==> config.mk <==
export PLATFORM = sky130hd
export DESIGN_NAME = tis_ctrl
export DESIGN_NICKNAME = d
export VERILOG_FILES = /design/src/rtl/core/tis_pkg.sv /design/src/rtl/core/tis_ctrl.sv
export SDC_FILE = /design/constraint.sdc
export NUM_CORES = 1
export LEC_CHECK = 0
export ABC_AREA = 1
export BUFFER_PORTS_ARGS = -buffer_cell sky130_fd_sc_hd__buf_2
export CORE_AREA = 4 4 41 43
export CTS_BUF_LIST = sky130_fd_sc_hd__clkbuf_8
export DETAILED_ROUTE_END_ITERATION = 8
export DIE_AREA = 0 0 45 47
export GPL_TIMING_DRIVEN = 0
export PLACE_DENSITY = 0.61
export SYNTH_ARGS = -nofsm -noshare
export SYNTH_HDL_FRONTEND = slang
export SYNTH_SLANG_ARGS = --single-unit
==> constraint.sdc <==
create_clock -name clk -period 1.2 [get_ports clk]
set_input_delay 0.06 -clock clk [delete_from_list [all_inputs] [get_ports clk]]
set_output_delay 0.06 -clock clk [all_outputs]
set_load 0.05 [all_outputs]
==> src/rtl/core/tis_pkg.sv <==
`default_nettype none
package tis_pkg;

  // controller states, one-hot
  typedef enum logic [6:0] {
    ST_IDLE     = 7'b0000001,
    ST_CALC     = 7'b0000010,
    ST_RD_CHILD = 7'b0000100,
    ST_RD_PAR   = 7'b0001000,
    ST_DECIDE   = 7'b0010000,
    ST_RD_END   = 7'b0100000,
    ST_UPDATE   = 7'b1000000
  } state_t;

  // commands from controller to datapath
  typedef struct packed {
    logic latch;
    logic calc;
    logic rd_child;
    logic rd_par;
    logic decide;
    logic rd_end;
    logic update;
  } cmd_t;

  // status from datapath to controller
  typedef struct packed {
    logic skip;   // no walk step for this item
    logic fin;    // item ends the word
  } stat_t;

  localparam logic KIND_INSERT = 1'b0;
  localparam logic KIND_SEARCH = 1'b1;

endpackage
`default_nettype wire

==> src/rtl/core/tis_ctrl.sv <==
`default_nettype none
module tis_ctrl (
  input  wire logic          clk,
  input  wire logic          rst,
  input  wire logic          start,
  input  wire tis_pkg::stat_t st,
  output tis_pkg::cmd_t      cmd,
  output logic               busy,
  output logic               done
);

  tis_pkg::state_t state;
  tis_pkg::state_t state_next;

  always_comb begin
    state_next = state;
    case (state)
      tis_pkg::ST_IDLE: begin
        if (start) state_next = tis_pkg::ST_CALC;
      end
      tis_pkg::ST_CALC: begin
        if (!st.skip) state_next = tis_pkg::ST_RD_CHILD;
        else if (st.fin) state_next = tis_pkg::ST_RD_END;
        else state_next = tis_pkg::ST_IDLE;
      end
      tis_pkg::ST_RD_CHILD: state_next = tis_pkg::ST_RD_PAR;
      tis_pkg::ST_RD_PAR:   state_next = tis_pkg::ST_DECIDE;
      tis_pkg::ST_DECIDE: begin
        if (st.fin) state_next = tis_pkg::ST_RD_END;
        else state_next = tis_pkg::ST_IDLE;
      end
      tis_pkg::ST_RD_END: state_next = tis_pkg::ST_UPDATE;
      tis_pkg::ST_UPDATE: state_next = tis_pkg::ST_IDLE;
      default:            state_next = tis_pkg::ST_IDLE;
    endcase
  end

  always_comb begin
    cmd.latch    = (state == tis_pkg::ST_IDLE) && start;
    cmd.calc     = (state == tis_pkg::ST_CALC);
    cmd.rd_child = (state == tis_pkg::ST_RD_CHILD);
    cmd.rd_par   = (state == tis_pkg::ST_RD_PAR);
    cmd.decide   = (state == tis_pkg::ST_DECIDE);
    cmd.rd_end   = (state == tis_pkg::ST_RD_END);
    cmd.update   = (state == tis_pkg::ST_UPDATE);
  end

  assign busy = (state != tis_pkg::ST_IDLE);

  always_ff @(posedge clk) begin
    if (rst) begin
      state <= tis_pkg::ST_IDLE;
      done  <= 1'b0;
    end else begin
      state <= state_next;
      done  <= (state == tis_pkg::ST_UPDATE);
    end
  end

endmodule
`default_nettype wire

==> results.md, run 1 <==
* Comb pwr share at 0.262
* Deepest clock path buffer count at 2
* Sum Neg Setup Slack at -0.385 ns
* Worst Path Buf+Inv at 2
* Detailed Place HPWL at 742 microns
* Final Skew at 0.00129 ns
* Slew headroom at 0.835
* Ports at 14
* Peak VDD IR at 803 uV
* Sequential share of power at 0.339
* Xor/xnor cell area share of the yosys netlist at 0
* Area grow syn2layout at 73.8%
* Synth Net Count at 70
* Cell at the root of the clock tree: clkbuf_8
* Post-route setup slack at -0.0961 ns
* Reg2reg setup slack at 0 ns
* Critical-path cell list: nor2_4 > nand3_2 > nor2_4 > inv_4 > nor2_4 > buf_6
* Crit-path max FO at 3
* Fin crit period at 1.30 ns
* Asr flop ratio synth at 0
* Die Span Y at 47 microns
* Failing checks: negative setup slack
* Pin count of the biggest net entering global routing at 7
* Static leakage at 0.363 nW
* CP max stage delay at 0.33 ns
* Antenna Cells at 0
* Final wirelength at about 1300 microns
* # Max-Cap Violations at 0
* Slowest library cell on the worst path: dfxtp_2
* Seq/Total Area, Yosys at 0.342
* Clock power frac at 0.398
* Final count of hold timing violations at 0
* DIE WIDTH at between 40 and 50 microns
* TritonRoute pass-1 iters at 4
* Post-synthesis register bit count at 8
* Net Switching at 0.262 mW
* First-pass GRT wire length at 2060 microns
* Worst Setup Start Kind: flip-flop
* Synth area leader: dfxtp_1
* Routability cong. at approximately 0.71
* Number of antenna violations at the first check in global routing at 0
* CTS Sinks at 8
* Max Fclk at 0.772 GHz
* CP top delay family: simple AND/OR/NAND/NOR gates
* Top cells by area in the synthesized netlist: dfxtp_1 (34%), nor2_4 (9.6%), inv_1 (8.8%)
* Synthesis Warnings at 0
* Netlist cell types at 16
* Synth top cells by count: inv_1 (11), nor2_1 (10), nand2_1 (9), dfxtp_1 (8)
* CP arrival at 1.24 ns
* Routed vias/inst at ~4.7
* RSZ-0062 raised after global routing: yes
* Final setup fails at 8
* Crit Path Category: flip-flop to primary output
* Post-synth top area share at 0.342
* DR vias at 497
* Post-route ant nets at 0
* Crit. End Element: primary output
* PD cells at ~1000 mW/mm^2
* Finished Layout Cells at 105
* Post-synth EDFFs at 0
* Count leader, synth: inv_1
* WL per Instance at 12.2 microns
* Worst-skew pair later-pin latency at 0.23 ns
* Internal at between 0.5 and 0.6 mW
* Die area at 0.00212 sq mm
* Slew Viols, Final at 0
* Final #Nets at 97
* Final period util at 1.08
* Post-synthesis adder-cell area fraction at 0
* Largest family of logic cells by synthesized area: simple AND/OR/NAND/NOR gates
* Total power at 0.840 mW
* Multi-input gate area at 333 sq um
* Fin util at 0.625
* Syn_area_per_cell at ~7.2 sq um
* Switching Share at 0.312
* Critical Path RT at 1.14 ns
* Initial Util at 0.360
* CTS H-tree lvls at 1
* Ys flop type: dfxtp_1
* CTS Buf Count at 3
* CP most frequent cell: nor2_4
* Post-cts hold buffer count at 0
* Simple-Gate Fraction of Synth Area at 0.535
* Row count at 13
* Status: complete, but fails checks
* Tightest Hold Check Type: primary input to flip-flop
* Reg clk slew, reported paths at 0.04 ns
* Synth Cell Area at about 470 sq um
* GRT overflow at 0
* Core Region at 0.00130 sq mm
* DRC viols at 0
* DP Cell Count at 93
* Fillcell total at 108
* Reg area at 174 sq um
* Mux contribution to synthesized area at 0
* Port Buffers at 13
* Synth Area in Compound Gates at 0.0187
* CTS tree: built
* Gr usage total at 0.143
* Post-Syn Instances at 65
* Share of layout cells above drive strength 1 at 0.656
* Vias in the first global route at 466
* Starting DRT DRC Count at 5
* Worst-Margin Slew at 0.249 ns
==> sequential cells by signal (all words and copies together), names as in the netlist <==
register  flops
done          1
state         7
==> cells by family (layout without fill, tap and decap cells) <==
group,Yosys count,count (layout)
simple gates,43,43
buf+inv,13,38
flops,8,8
compound gates,1,1
==> layer usage <==
metal  vias up  part of all wire  routed length [microns]  global-route usage
met1       226              0.41                      530               0.143
li1        250                 -                        -                   -
met2        16              0.50                      635               0.249
met3         5             0.069                       89              0.0460
met4         0             0.021                       27               0.105
met5         -                 0                        0                   0
==> path summary, 6_finish.rpt <==
check | start | endpoint | cells after the start
max reg2reg | state[3] | state[4] | 7
min reg2reg | state[6] | done | 2
min | st[1] | state[2] | 2
max | state[3] | cmd[6] | 6
==> cell usage in the layout (no fill, tap or decap) <==
cell,synthesis,layout
a21oi_2,1,1
buf_2,0,6
buf_4,0,9
buf_6,0,2
buf_8,0,5
clkbuf_8,0,3
dfxtp_1,8,1
dfxtp_2,0,5
dfxtp_4,0,2
inv_1,11,11
inv_2,2,1
inv_4,0,1
nand2_1,9,6
nand2_2,3,4
nand2_4,1,3
nand3_1,3,2
nand3_2,2,3
nor2_1,10,7
nor2_2,4,1
nor2_4,4,10
nor3_1,3,2
nor3_2,1,1
nor3_4,0,1
nor4_1,2,2
or2_4,0,1
==> per-stage QoR <==
step | cell area (sq um) | worst slack [ns] | hold slack [ns]
after floorplan | 529 | -0.00996 | 0.122
after global placement | 613 | -0.0200 | 0.263
after detailed placement | 613 | -0.0253 | 0.260
after CTS | 743 | -0.130 | 0.0223
after global routing | 813 | -0.184 | 0.0272
final | 813 | -0.0961 | 0.0184
==> power by group through the flow <==
stage / logic, mW / clock network [mW] / registers [mW]
3_3_place_gp: 0.164 / 0 / 0.288
5_1_grt: 0.235 / 0.360 / 0.286
6_report: 0.220 / 0.334 / 0.285
2_1_floorplan: 0.132 / 0 / 0.287
3_5_place_dp: 0.164 / 0 / 0.289
4_1_cts: 0.208 / 0.330 / 0.285
==> cell type report <==
class / instances / area share
clock buffer: 3 / 0.0508
tap: 15 / 0.0231
inverter: 13 / 0.0631
timing repair buffer: 22 / 0.240
multi-input combinational: 44 / 0.409
sequential: 8 / 0.214
==> timing repair <==
item / CTS / global route
endpoints found under the hold margin: 0 / 0
resized for setup: 19 / 11
endpoints found under the setup margin: 8 / 13
pin swaps: 8 / 8
setup buffers: 4 / 5
No activity file was read; power rests on OpenSTA's default activity.
==> run 2: changes to the inputs <==
Settings changed: ABC_AREA 1 to 0, CTS_CLUSTER_DIAMETER from default to 50, PLACE_DENSITY 0.61 to 0.63.
==> run 2 against run 1 <==
Effect of this change:
- the flow still finishes with violations (negative setup slack)
- synthesized cell count shrank 23%
- routed wire length down 0.39%
- worst setup slack worse by 0.46 ns
- final cell count decreased by 13%
- total power increased by 4.5%
- fmax fell by 26%
- largest cell class unchanged
==> results.md, run 2 <==
* # Max-Cap Violations at 0 (unchanged)
* Reg with most FFs: state (unchanged)
* Row count at 13 (unchanged)
* Detailed Place HPWL at 802 microns (was 742 microns)
* Peak VDD IR at 939 uV (was 803 uV)
* Slew headroom at 0.836 (was 0.835)
* Final Skew at 0.000724 ns (was 0.00129 ns)
* Seq/Total Area, Yosys at 0.327 (was 0.342)
* PD cells at 1030 mW/mm^2 (about the same)
* Count leader, synth: dfxtp_1 (was inv_1)
* Deepest clock path buffer count at 2 (unchanged)
* Post-route ant nets at 0 (unchanged)
* WL per Instance at 14.0 microns (was 12.2 microns)
* Final wirelength at 1280 microns (about the same)
* DIE WIDTH at 45 microns (unchanged)
* Core Region at 0.00130 sq mm (unchanged)
* Ys flop type: dfxtp_1 (unchanged)
* Routability cong. at 0.736 (was 0.707)
* Final #Nets at 83 (was 97)
* Worst Setup Start Kind: flip-flop (unchanged)
* Netlist cell types at 26 (was 16)
* Final setup fails at 15 (was 8)
* Number of antenna violations at the first check in global routing at 0 (unchanged)
* Worst slack at placement at -0.538 ns (was -0.0253 ns)
* Gr usage total at 0.132 (was 0.143)
* GRT overflow at 0 (unchanged)
* Area grow syn2layout at 74.2% (was 73.8%)
* Vias in the first global route at 446 (was 466)
* Synth Net Count at 55 (was 70)
* Worst-Margin Slew at 0.248 ns (was 0.249 ns)
* Ports at 14 (unchanged)
* RSZ-0062 raised after global routing: yes (unchanged)
* Crit. End Element: primary output (unchanged)
* DR vias at 487 (was 497)
* Post-route setup slack at -0.560 ns (was -0.0961 ns)
* TritonRoute pass-1 iters at 4 (unchanged)
* Crit-path max FO at 5 (was 3)
* M2 GR Usage at 0.220 (was 0.249)
* Post-synth EDFFs at 0 (unchanged)
* Synth top cells by count: dfxtp_1 (8), nor3_1 (4) (was inv_1 (11), nor2_1 (10), nand2_1 (9), dfxtp_1 (8))
* CP arrival at 1.70 ns (was 1.24 ns)
* Post-Syn Instances at 50 (was 65)
* Routed vias/inst at 5.35 (was 4.73)
* Most frequent cells in the layout: buf_4 (10), buf_6 (9), buf_2 (5) (was inv_1 (11), nor2_4 (10), buf_4 (9))
* Synth Cell Area at 490 sq um (was 468 sq um)
* Post-synthesis register bit count at 8 (unchanged)
* Syn_area_per_cell at 9.81 sq um (was 7.20 sq um)
* First-pass GRT wire length at 1970 microns (was 2060 microns)
* CTS Buf Count at 3 (unchanged)
* Share of layout cells above drive strength 1 at 0.750 (was 0.656)
* Crit Path Category: flip-flop to primary output (unchanged)
* Fin crit period at 1.76 ns (was 1.30 ns)
* Worst-skew pair later-pin latency at 0.22 ns (was 0.23 ns)
* Antenna Cells at 0 (unchanged)
* Post-synth top area share at 0.327 (was 0.342)
* Pin count of the biggest net entering global routing at 11 (was 7)
* Commonest non-fill, non-tap cell in the layout: buf_4 (was inv_1)
* Max FFs per register at 7 (unchanged)
* Critical Path RT at 1.14 ns (about the same)
* GRT Max-Usage Layer: met2 (unchanged)
* Static leakage at 0.352 nW (was 0.363 nW)
* Largest registers: state x7, done x1 (unchanged)
* M3 GR Usage at 0.0575 (was 0.0460)
* Top cells by area in the synthesized netlist: dfxtp_1 (33%), nor3b_2 (7.7%), or3_4 (6.9%) (was dfxtp_1 (34%), nor2_4 (9.6%), inv_1 (8.8%))
* Worst hold slack at 0.00445 ns (was 0.0184 ns)
* Die Span Y at 47 microns (unchanged)
* Reg clk slew, reported paths at 0.04 ns (about the same)
* Cell at the root of the clock tree: clkbuf_8 (unchanged)
* Starting DRT DRC Count at 20 (was 5)
* CTS Sinks at 8 (unchanged)
* DRC viols at 0 (unchanged)
* Port Buffers at 13 (unchanged)
* Synth area leader: dfxtp_1 (unchanged)
* Die area at 0.00212 sq mm (unchanged)
* Failing checks: negative setup slack (unchanged)
* Tightest Hold Check Type: primary input to flip-flop (unchanged)
* Final count of hold timing violations at 0 (unchanged)
* Asr flop ratio synth at 0 (unchanged)
* Met1 Use GR at 0.163 (was 0.143)
* Status: complete, but fails checks (unchanged)
* Final period util at 1.47 (was 1.08)
* Slew Viols, Final at 0 (unchanged)
* Max Fclk at 0.568 GHz (was 0.772 GHz)
* Synthesis Warnings at 0 (unchanged)
* CTS H-tree lvls at 1 (unchanged)
* Initial Util at 0.377 (was 0.360)
* Fillcell total at 113 (was 108)
* CTS tree: built (unchanged)
run 2: cell count changes after synthesis, moves of 3 or more:
cell / change
a21oi_1: +3
and2_1: +3
nand2_2: -3
nor3b_2: +3
nand3_1: -3
or3_4: +3
nor2_4: -4
nor2_2: -4
nor2_1: -9
nand2_1: -9
inv_1: -8
run 2: power by group:
part / switching (mW) / internal (mW) / total, mW
combinational: 0.142 / 0.133 / 0.275
sequential: 0.0124 / 0.274 / 0.286
clock: 0.0995 / 0.217 / 0.316
run 2: logic make-up (layout without fill, tap and decap cells):
| family | Yosys count | in the layout | synth area share |
|---|---|---|---|
| compound gates | 5 | 5 | 0.0561 |
| flops | 8 | 8 | 0.327 |
| simple gates | 29 | 29 | 0.497 |
| buf+inv | 6 | 32 | 0.0791 |
| xor+xnor | 1 | 1 | 0.0179 |
| fa+ha+maj | 1 | 1 | 0.0230 |
run 2: layout make-up:
type                       instances  area [sq um]  area share
sequential                         8           173       0.202
multi-input combinational         36           379       0.444
tap                               15          18.8      0.0220
inverter                           3          11.3      0.0132
timing repair buffer              26           231       0.271
clock buffer                       3          41.3      0.0483
run 2: metal layers:
metal / share of wire / vias to the layer above
li1: - / 237
met1: 0.41 / 231
met2: 0.51 / 19
met3: 0.078 / 0
met4: 0 / 0
met5: 0 / -
run 2: final timing paths:
path | startpoint | endpoint | slack (ns) | cells past startpoint
max | state[5] | cmd[4] | -0.56 | 4
max reg2reg | state[2] | state[5] | -0.54 | 5
min reg2reg | state[6] | state[0] | 0.55 | 1
min | st[1] | state[2] | 0.004 | 2
run 2: what timing repair did:
action                                  CTS  global route
endpoints found under the setup margin   16            16
hold buffers                              0             0
pin swaps                                 9            11
setup buffers                            10             3
resized for setup                        24             9
cloned                                    0             0
run 2: worst max-delay path, cell delays in order (launching register included):
cell and delay [ns]:
dfxtp_2 0.33, or3_4 0.39, or3_4 0.37, nor3b_4 0.20
buf_6 0.18
run 2: metrics by stage:
step                instances  power [mW]  utilization  cell area [sq um]  TNS [ns]
global placement           78       0.483        0.489                637     -5.64
global route               91       0.915        0.657                855     -7.86
finish                     91       0.877        0.657                855     -6.88
detailed placement         78       0.484        0.489                637     -5.92
CTS                        91       0.871        0.643                837     -7.48
floorplan                  50       0.447            -                553     -6.66
==> run 3: changes to the inputs <==
Settings changed: PLACE_DENSITY 0.63 to 0.6.
==> run 3 against run 2 <==
Effect of this change:
- the run still ends with negative setup slack left
- cell area increased by 0.88%
- non-clock buffer count fell by 1
- critical path depth is the same
- largest cell class unchanged
- highest routed layer unchanged
==> results.md, run 3 (same netlist as run 2, synthesis figures left out) <==
* Status: complete, but fails checks (unchanged)
* Failing checks: negative setup slack (unchanged)
* Max Fclk at 0.573 GHz (was 0.568 GHz)
* Post-cts hold buffer count at 0 (unchanged)
* Post-route setup slack at -0.546 ns (was -0.560 ns)
* Largest registers: state x7, done x1 (unchanged)
* Internal at 0.634 mW (was 0.624 mW)
* Tightest Hold Check Type: primary input to flip-flop (unchanged)
* Antenna Cells at 0 (unchanged)
* Max FFs per register at 7 (unchanged)
* Number of antenna violations at the first check in global routing at 0 (unchanged)
* Deepest clock path buffer count at 2 (unchanged)
* Initial Util at 0.377 (unchanged)
* Starting DRT DRC Count at 6 (was 20)
* Worst hold slack at 0.00742 ns (was 0.00445 ns)
* DRC viols at 0 (unchanged)
* CTS tree: built (unchanged)
* Share of layout cells above drive strength 1 at 0.747 (was 0.750)
* Worst-Margin Slew at 0.248 ns (about the same)
* Pin count of the biggest net entering global routing at 11 (unchanged)
* Core Region at 0.00130 sq mm (unchanged)
* Fillcell total at 97 (was 113)
* Net Switching at 0.252 mW (was 0.253 mW)
* Detailed Place HPWL at 796 microns (was 802 microns)
* CTS H-tree lvls at 1 (unchanged)
* Slew headroom at 0.836 (about the same)
* Final Cell Area at 862 sq um (was 855 sq um)
* Post-route ant nets at 0 (unchanged)
* DIE WIDTH at 45 microns (unchanged)
* TritonRoute pass-1 iters at 4 (unchanged)
* Fin crit period at 1.75 ns (was 1.76 ns)
* Worst Setup Start Kind: flip-flop (unchanged)
* Worst slack at placement at -0.491 ns (was -0.538 ns)
* Ports at 14 (unchanged)
* Row count at 13 (unchanged)
* Final count of hold timing violations at 0 (unchanged)
* CTS Buf Count at 3 (unchanged)
* Area grow syn2layout at 75.8% (was 74.2%)
* Final #Nets at 82 (was 83)
* Die area at 0.00212 sq mm (unchanged)
* Reg with most FFs: state (unchanged)
* # Max-Cap Violations at 0 (unchanged)
* Slew Viols, Final at 0 (unchanged)
* Final setup fails at 16 (was 15)
* Clock power frac at 0.355 (was 0.360)
* WL per Instance at 13.0 microns (was 14.0 microns)
* Final Skew at 0.000243 ns (was 0.000724 ns)
* Final period util at 1.45 (was 1.47)
* Switching Share at 0.284 (was 0.289)
* Sequential share of power at 0.319 (was 0.326)
* Critical Path RT at 1.14 ns (about the same)
* Worst-skew pair later-pin latency at 0.22 ns (about the same)
* Port Buffers at 13 (unchanged)
* CTS Sinks at 8 (unchanged)
* Dpl cell area at 637 sq um (unchanged)
* Final wirelength at 1170 microns (was 1280 microns)
* Fin util at 0.663 (was 0.657)
* Sum Neg Setup Slack at -6.26 ns (was -6.88 ns)
* Peak VDD IR at 646 uV (was 939 uV)
* DR vias at 441 (was 487)
* Die Span Y at 47 microns (unchanged)
* CP arrival at 1.69 ns (was 1.70 ns)
* Comb pwr share at 0.326 (was 0.313)
* Cell at the root of the clock tree: clkbuf_8 (unchanged)
* Vias in the first global route at 437 (was 446)
* GRT overflow at 0 (unchanged)
* Static leakage at 0.349 nW (was 0.352 nW)
* Gr usage total at 0.131 (was 0.132)
* PD cells at 1030 mW/mm^2 (about the same)
* Most frequent cells in the layout: buf_4 (10), buf_6 (7), buf_2 (5) (was buf_4 (10), buf_6 (9), buf_2 (5))
* Routed vias/inst at 4.90 (was 5.35)
* RSZ-0062 raised after global routing: yes (unchanged)
* Crit-path max FO at 5 (unchanged)
* First-pass GRT wire length at 1960 microns (was 1970 microns)
* Crit Path Category: flip-flop to primary output (unchanged)
* Reg clk slew, reported paths at 0.04 ns (about the same)
* Routability cong. at 0.749 (was 0.736)
* Crit. End Element: primary output (unchanged)
* Commonest non-fill, non-tap cell in the layout: buf_4 (unchanged)
==> run 3: cell count changes in the layout (fill, tap and decap cells not counted), sizes merged <==
cell  before  now
buf       26   25
==> run 3: final cells by class <==
cell class	count	area, sq um	area share
clock buffers	3	41.3	0.0479
multi-input cells	36	385	0.447
repair buffers	25	229	0.266
flip-flops and latches	8	176	0.205
well taps	15	18.8	0.0218
inverters	3	11.3	0.0131
==> run 3: metal layers <==
layer  global-route usage  wire length [microns]  vias up
met2                0.206                    581       12
met4               0.0351                      0        0
met1                0.163                    517      196
met5                    0                      0        -
met3               0.0575                     71        0
li1                     -                      -      233
==> run 3: path summary, 6_finish.rpt <==
check        endpoint  startpoint  cells past startpoint  slack [ns]
max            cmd[4]    state[0]                      4       -0.55
min          state[2]       st[1]                      2       0.007
max reg2reg  state[5]    state[1]                      4       -0.38
min reg2reg  state[4]    state[0]                      2        0.63
==> run 3: critical path, cell delays in order (launching register included) <==
cell	delay, ns
dfxtp_4	0.35
or3_4	0.37
or3_4	0.37
nor3b_4	0.20
buf_6	0.18
==> run 3: power groups by stage <==
stage               clock, mW  sequential (mW)  combinational, mW
floorplan                   0            0.292              0.156
global placement            0            0.295              0.188
detailed placement          0            0.294              0.188
CTS                     0.328            0.283              0.259
global route            0.345            0.284              0.304
finish                  0.314            0.283              0.288
==> run 3: what timing repair did <==
action,4_1_cts,5_1_grt
gates resized for setup,24,9
buffers inserted,8,4
pin swaps,5,6
setup endpoints to repair,16,16
==> run 3: metrics by stage <==
step,total power [mW],instances
finish,0.885,90
CTS,0.869,88
global route,0.933,90
detailed placement,0.482,78
floorplan,0.447,50
global placement,0.483,78
